===== src/design/gtg_pkg.sv =====
// package: shared types, constants and tables for the go-to-goal controller
`timescale 1ns / 1ps
`default_nettype none
package gtg_pkg;

  // default parameter values
  localparam int PosFracBitsDef   = 16;
  localparam int AngleFracBitsDef = 12;
  localparam int CordicIterDef    = 16;

  // fixed field widths
  localparam int PosW   = 32;
  localparam int HeadW  = 15;
  localparam int LinW   = 15;
  localparam int AngW   = 16;
  localparam int TolW   = 23;
  localparam int GainW  = 15;
  localparam int CfgW   = 23;
  localparam int GainFrac = 12;

  // cordic working width: 33-bit differences plus growth
  localparam int CordW  = 36;
  localparam int ZW     = 34;
  localparam int AtanLen = 24;
  localparam logic signed [ZW-1:0] PiQ30 = 34'sd3373259426;

  // input modes
  localparam logic [1:0] ModePose = 2'd0;
  localparam logic [1:0] ModeGoal = 2'd1;
  localparam logic [1:0] ModeTick = 2'd2;

  // phases
  localparam logic [1:0] PhIdle  = 2'd0;
  localparam logic [1:0] PhDrive = 2'd1;
  localparam logic [1:0] PhTurn  = 2'd2;

  // config register indexes
  localparam logic [2:0] RegPosTol = 3'd0;
  localparam logic [2:0] RegYawTol = 3'd1;
  localparam logic [2:0] RegCruise = 3'd2;
  localparam logic [2:0] RegKp     = 3'd3;
  localparam logic [2:0] RegKd     = 3'd4;

  // datapath commands from the controller
  typedef struct packed {
    logic load_pose;
    logic load_goal;
    logic cordic_init;
    logic cordic_step;
    logic cordic_done;
    logic dist_mul;
    logic dist_sum;
    logic drive_dec;
    logic turn_mul;
    logic turn_sum;
    logic turn_dec;
  } gtg_cmd_t;

  // datapath status to the controller
  typedef struct packed {
    logic [1:0] phase;
    logic       need_turn;
  } gtg_sts_t;

  // atan(2^-i) in Q30
  function automatic logic signed [ZW-1:0] atan_q30(input logic [4:0] i);
    logic signed [ZW-1:0] v;
    case (i)
      5'd0:  v = 34'sd843314856;
      5'd1:  v = 34'sd497837829;
      5'd2:  v = 34'sd263043836;
      5'd3:  v = 34'sd133525158;
      5'd4:  v = 34'sd67021686;
      5'd5:  v = 34'sd33543515;
      5'd6:  v = 34'sd16775850;
      5'd7:  v = 34'sd8388437;
      5'd8:  v = 34'sd4194282;
      5'd9:  v = 34'sd2097149;
      5'd10: v = 34'sd1048575;
      5'd11: v = 34'sd524287;
      5'd12: v = 34'sd262143;
      5'd13: v = 34'sd131071;
      5'd14: v = 34'sd65535;
      5'd15: v = 34'sd32767;
      5'd16: v = 34'sd16383;
      5'd17: v = 34'sd8191;
      5'd18: v = 34'sd4095;
      5'd19: v = 34'sd2047;
      5'd20: v = 34'sd1023;
      5'd21: v = 34'sd511;
      5'd22: v = 34'sd255;
      5'd23: v = 34'sd127;
      default: v = '0;
    endcase
    return v;
  endfunction

endpackage
`default_nettype wire


===== src/design/gtg_ctrl.sv =====
// controller: sequences pose, goal and tick beats through the datapath
`timescale 1ns / 1ps
`default_nettype none
module gtg_ctrl #(
  parameter int CORDIC_ITERATIONS = gtg_pkg::CordicIterDef
) (
  input  wire logic              clk,
  input  wire logic              rst_n,
  input  wire logic              in_fire,
  input  wire logic [1:0]        in_mode,
  input  wire logic              out_busy,
  input  wire gtg_pkg::gtg_sts_t sts,
  output gtg_pkg::gtg_cmd_t      cmd,
  output logic                   in_ready,
  output logic                   res_valid
);
  import gtg_pkg::*;

  localparam int IterN = (CORDIC_ITERATIONS < AtanLen) ? CORDIC_ITERATIONS : AtanLen;
  localparam int CntW  = $clog2(IterN + 1);

  typedef enum logic [8:0] {
    S_IDLE  = 9'b000000001,
    S_CINIT = 9'b000000010,
    S_CITER = 9'b000000100,
    S_CDONE = 9'b000001000,
    S_DMUL  = 9'b000010000,
    S_DSUM  = 9'b000100000,
    S_DDEC  = 9'b001000000,
    S_TMUL  = 9'b010000000,
    S_TSUM  = 9'b100000000
  } state_t;

  state_t state_r, state_nxt;
  logic [CntW-1:0] cnt_r, cnt_nxt;

  // turn sum state also performs the turn decision
  assign in_ready = (state_r == S_IDLE) && !out_busy;

  // next state
  always_comb begin
    state_nxt = state_r;
    cnt_nxt = cnt_r;
    cmd = '0;
    res_valid = 1'b0;
    case (state_r)
      S_IDLE: begin
        if (in_fire) begin
          case (in_mode)
            ModePose: cmd.load_pose = 1'b1;
            ModeGoal: begin
              cmd.load_goal = 1'b1;
              state_nxt = S_CINIT;
            end
            ModeTick: begin
              if (sts.phase == PhDrive) state_nxt = S_DMUL;
              else if (sts.phase == PhTurn) state_nxt = S_TMUL;
            end
            default: ;
          endcase
        end
      end
      S_CINIT: begin
        cmd.cordic_init = 1'b1;
        cnt_nxt = '0;
        state_nxt = S_CITER;
      end
      S_CITER: begin
        cmd.cordic_step = 1'b1;
        cnt_nxt = cnt_r + 1'b1;
        if (cnt_r == CntW'(IterN - 1)) state_nxt = S_CDONE;
      end
      S_CDONE: begin
        cmd.cordic_done = 1'b1;
        state_nxt = S_DMUL;
      end
      S_DMUL: begin
        cmd.dist_mul = 1'b1;
        state_nxt = S_DSUM;
      end
      S_DSUM: begin
        cmd.dist_sum = 1'b1;
        state_nxt = S_DDEC;
      end
      S_DDEC: begin
        cmd.drive_dec = 1'b1;
        // datapath flags when the drive evaluation hands over to a turn
        if (sts.need_turn) state_nxt = S_TMUL;
        else begin
          res_valid = 1'b1;
          state_nxt = S_IDLE;
        end
      end
      S_TMUL: begin
        cmd.turn_mul = 1'b1;
        state_nxt = S_TSUM;
      end
      S_TSUM: begin
        cmd.turn_sum = 1'b1;
        cmd.turn_dec = 1'b1;
        res_valid = 1'b1;
        state_nxt = S_IDLE;
      end
      default: state_nxt = S_IDLE;
    endcase
  end

  // state registers
  always_ff @(posedge clk) begin
    if (!rst_n) begin
      state_r <= S_IDLE;
      cnt_r <= '0;
    end else begin
      state_r <= state_nxt;
      cnt_r <= cnt_nxt;
    end
  end
endmodule
`default_nettype wire


===== config.mk =====
export PLATFORM = sky130hd
export DESIGN_NAME = gtg_ctrl
export DESIGN_NICKNAME = d
export VERILOG_FILES = /design/src/design/gtg_pkg.sv /design/src/design/gtg_ctrl.sv
export SDC_FILE = /design/constraint.sdc
export NUM_CORES = 1
export LEC_CHECK = 0
export BUFFER_PORTS_ARGS = -buffer_cell sky130_fd_sc_hd__buf_2
export CORE_UTILIZATION = 47
export DETAILED_ROUTE_END_ITERATION = 10
export PLACE_DENSITY = 0.74
export SLEW_MARGIN = 20
export SYNTH_ARGS = -nofsm -noshare
export SYNTH_HDL_FRONTEND = slang
export SYNTH_SLANG_ARGS = --single-unit

===== constraint.sdc =====
create_clock -name clk -period 1.5 [get_ports clk]
set_input_delay 0.15 -clock clk [delete_from_list [all_inputs] [get_ports clk]]
set_output_delay 0.15 -clock clk [all_outputs]
set_load 0.02 [all_outputs]

# == Word level (Yosys, flattened, before mapping) ==
# Cells that the tools add are included.
# classes
add_sub_neg,1
eq_ne,18
n_mux,22
n_reduce_logical,5
# op_table
op,count
$pmux 9 s8,1
$mux 9,4
$pmux 9 s2,1
$mux 1,10
$pmux 5 s2,1
$eq 9x1->1 const B,1
$eq 9x2->1 const B,1
$eq 9x3->1 const B,1
$eq 9x4->1 const B,1
$eq 9x5->1 const B,1
$eq 9x6->1 const B,1
$eq 9x7->1 const B,1
$eq 9x8->1 const B,1
$eq 9x9->1 const B,1
$mux 8,1
$mux 2,3
$add 5x1->5 const B,1
$eq 5x4->1 const B,1
$eq 2x1->1 const B,2
$eq 2x2->1 const B,2
$ne 2x2->1 const B,2
$ne 4x4->1 const B,1
$reduce_and 4->1,1
$ne 3x1->1 const B,1
5 further kinds,5
# word_totals
reg_bits,14
inputBits,9
output_inout_bits,13
elab_cells,48

# == Longest topological paths before layout ==
# depth
ltp_word,6
depth_mapped,6
mapped_depth_nobuf,6

# == Worst setup path before layout ==
# Ideal clock, no wire load.
# synth_path
path_type,flip-flop to output port
startpoint,reg state_r[2]
endpoint,out cmd[1] (netlist name)
arrival_time_ns,1.772
setup_slack_ns,-0.422
path_stages_with_launch,5
n_path_buf,2
cell_sequence,dfxtp_1 -> buf_6 -> or4_4 -> nor3_1 -> buf_4
# synth_rtl
element,line,text
from (decl),gtg_ctrl.sv:34,"state_t state_r, state_nxt;"
from (signal assigned),gtg_ctrl.sv:114,state_r <= state_nxt;
to (decl),gtg_ctrl.sv:13,"output gtg_pkg::gtg_cmd_t cmd,"

==> impl_metrics.toml <==
[timing]
post_route_fraction_of_the_period_consumed_by_the_critical_path_pct = 130
layout_setup_ws_ns = -0.449
setup_repair_after_global_routing_missed_its_margin = "true"
final_setup_violating_endpoints = 26
final-max-slew-violation-count = 0
layout_min_cycle_time_ns = 1.95
achievable-frequency_mhz = 513
finClkSkew_ns = 0.00651
actual_transition_at_the_worst_max_transition_pin_ns = 0.340
slew-limit-headroom_pct = 77.3
final.setup.tns_ns = -6.76
whs_ns = 0.204
final-hold-violation-count = 0

[drt]
routedWlPerCell_microns = 19.1
detail_route.first_pass.iterations = 4
vias = 1199
drt-initial-drc-count = 32
totalWireLength_mm = 3.74
detail_route.vias_per_cell = 6.12
final_antenna_violating_net_count = 0
route.detailed.drc = 0

[grt]
met1_routing_resource_usage_after_global_routing_pct = 41.0
number_of_global_route_vias_before_repair = 975
antenna_found_initial = 0
grtUsageMet2_pct = 50.4
global_route.usage.met3_pct = 4.62
grt_pass1_wl_mm = 4.69
global_route.usage.total_pct = 31.4
grt_start_max_net_pins = 16
globalRoute.busiestLayer = "met2"
grt.overflow.total = 0

[final_layout]
drive_above_1_share_pct = 59.8
final_nets = 181
finalNonFillerCells = 196
final.fill_count = 91
final_common_cell = "buf_4"
areaGrowthSynthToFinish_pct = 77.0
seq_area_sq_um = 289
final_cell_mix = "buf_4 (28), buf_6 (20), dfxtp_1 (9)"
ant_cells = 0
multi_input_comb_area_sq_um = 843

[logic_synthesis]
count_of_synthesis_stage_warnings_from_yosys = 0
synth.lib_cells_used.distinct = 44
synth-edff-count = 0
yosys_most_used_dff = "dfxtp_1"
synth.cell_area_sq_um = 965
synth.net_count = 126
flip_flop_and_latch_count_after_synthesis = 14
async_reset_ff_share_pct = 0
synth-seq-area-share_pct = 29.1
synth_cells = 115
post_synth.cell_area_avg_sq_um = 8.39

[floorplanning]
die_outline_width_microns = 47.3
dieHeight_microns = 47.3
die-area_sq_um = 2240
io_pins = 22
rows = 16
core_region_area_sq_um = 1940
initial_core_util_pct = 49.7

[power_and_ir_drop]
power_leakage_nw = 0.676
comb_power_share_pct = 32.9
power-per-cell-area_nw_per_um2 = 586
vdd.ir_drop.worst_mv = 0.639
power_switching_share_pct = 31.6
power.share.sequential_pct = 38.5
share_clk_of_total_power_pct = 28.7
p_int_uw = 685
p_sw_uw = 316

[critical_path]
cpLargestDelayFamily = "simple AND/OR/NAND/NOR gates"
critical_path_buf_inv_count = 2
critical_path.reg2reg.startpoint = "state_r[0]"
end_kind = "output port"
worstPathCellList = "or4_4, buf_6, nor4_4, buf_4"
worst_setup_path_startpoint = "state_r[2]"
cp_data_required_time_ns = 1.35
critical_path_fanout_max = 4
cp_data_arrival_time_ns = 1.80
worstSetupStartpointType = "flop"
criticalPathCategory = "flop to output port"
worst_path_largest_cell_delay_ns = 0.60
crit_slowest_cell = "or4_4"

[clocking]
cts_max_level = 1
cts-root-buf = "clkbuf_4"
worst_skew_pair.late_latency_ns = 0.29
path_clk_slew_ns = 0.09
clock_path_buffers = 2
tritoncts = "built"
clkSinkCount = 14
cts_buffers = 3

[place]
post-dp-hpwl_mm = 1.98
port_buffers = 21
gp_routability_congestion = 0.815
dp.cells = 179

[status]
outcome = "finished, violations left"
violations_in_the_final_reports = "setup timing"

[run]
timing.max_cap.violations = 0

[hold_path]
worstHoldPathType = "primary input to flop"
timing.hold.worst.start = "in_mode[1]"
## cell families (layout without fill, tap and decap cells)
kind of cell             after synthesis  after routing  share of synthesized area, %
flip-flops                            14             14                          29.1
buffers and inverters                 14             68                          6.61
XOR/XNOR                               2              2                          1.82
adder cells (fa/ha/maj)                2              2                          2.59
AND/OR/NAND/NOR                       54             54                          37.5
AO/OA/AOI/OAI                         29             29                          22.4
## routing by layer
| metal | routed length (microns) | vias to the layer above |
|---|---|---|
| met1 | 1480 | 594 |
| met3 | 247 | 9 |
| met2 | 1920 | 61 |
| li1 | - | 535 |
| met5 | 0 | - |
| met4 | 87 | 0 |
## Yosys cell counts, types with 2 or more instances
master | instances | area, sq um
a21o_1 | 3 | 22.5
a21oi_1 | 4 | 20.0
a31oi_1 | 2 | 12.5
a32o_1 | 3 | 30.0
and3_1 | 3 | 18.8
clkbuf_1 | 3 | 11.3
dfxtp_1 | 14 | 280
ha_1 | 2 | 25.0
inv_1 | 8 | 30.0
nand2_1 | 2 | 7.51
nand2b_1 | 6 | 37.5
nand3_1 | 5 | 25.0
nor2_1 | 9 | 33.8
nor2b_1 | 6 | 37.5
nor3_1 | 4 | 20.0
nor3b_1 | 3 | 22.5
nor4_1 | 2 | 12.5
nor4_2 | 2 | 25.0
nor4b_1 | 2 | 17.5
o211ai_1 | 2 | 15.0
o21ai_0 | 4 | 20.0
o21ai_1 | 2 | 10.0
o22ai_1 | 2 | 12.5
or4_1 | 2 | 15.0
## path summary, 6_finish.rpt
path | cells after the start | slack, ns | to
max | 4 | -0.45 | cmd[4]
min | 3 | 0.20 | state_r[1]
max reg2reg | 7 | -0.27 | cnt_r[2]
min reg2reg | 1 | 0.52 | cnt_r[4]
## layout make-up
type / count / area share, %
inverters: 8 / 1.76
multi-input cells: 87 / 49.4
clock buffers: 4 / 2.12
well taps: 27 / 1.98
repair buffers: 56 / 27.8
flip-flops and latches: 14 / 16.9
## flip-flops by register name (all words and copies together), names as in the netlist
register and count:
state_r 9, cnt_r 5
## stage by stage
stage | worst slack, ns | instance area (sq um) | power, mW | util, %
CTS | -0.373 | 1570 | 0.935 | 80.7
detailed placement | -0.133 | 1330 | 0.612 | 68.3
finish | -0.449 | 1710 | 1.00 | 88.0
global route | -0.468 | 1710 | 1.03 | 88.0
global placement | -0.0863 | 1330 | 0.607 | 68.3
floorplan | -0.159 | 1080 | 0.530 | -
## power groups by stage
stage / clock network, mW / registers, mW / logic (mW)
after floorplan: 0 / 0.391 / 0.139
final: 0.287 / 0.385 / 0.329
after global placement: 0 / 0.391 / 0.216
after CTS: 0.277 / 0.382 / 0.276
after global routing: 0.298 / 0.386 / 0.344
after detailed placement: 0 / 0.392 / 0.220
## tightest hold or removal path, cell delays in order
cell	delay [ns]
buf_2	0.13
nor4b_4	0.07
o311a_1	0.11
## repair_timing
| item | CTS | global route |
|---|---|---|
| endpoints found under the setup margin | 25 | 25 |
| hold buffers | 0 | 0 |
| resized for setup | 46 | 20 |
| buffers inserted | 6 | 8 |
| pin swaps | 20 | 17 |
No activity file was read; power rests on OpenSTA's default activity.
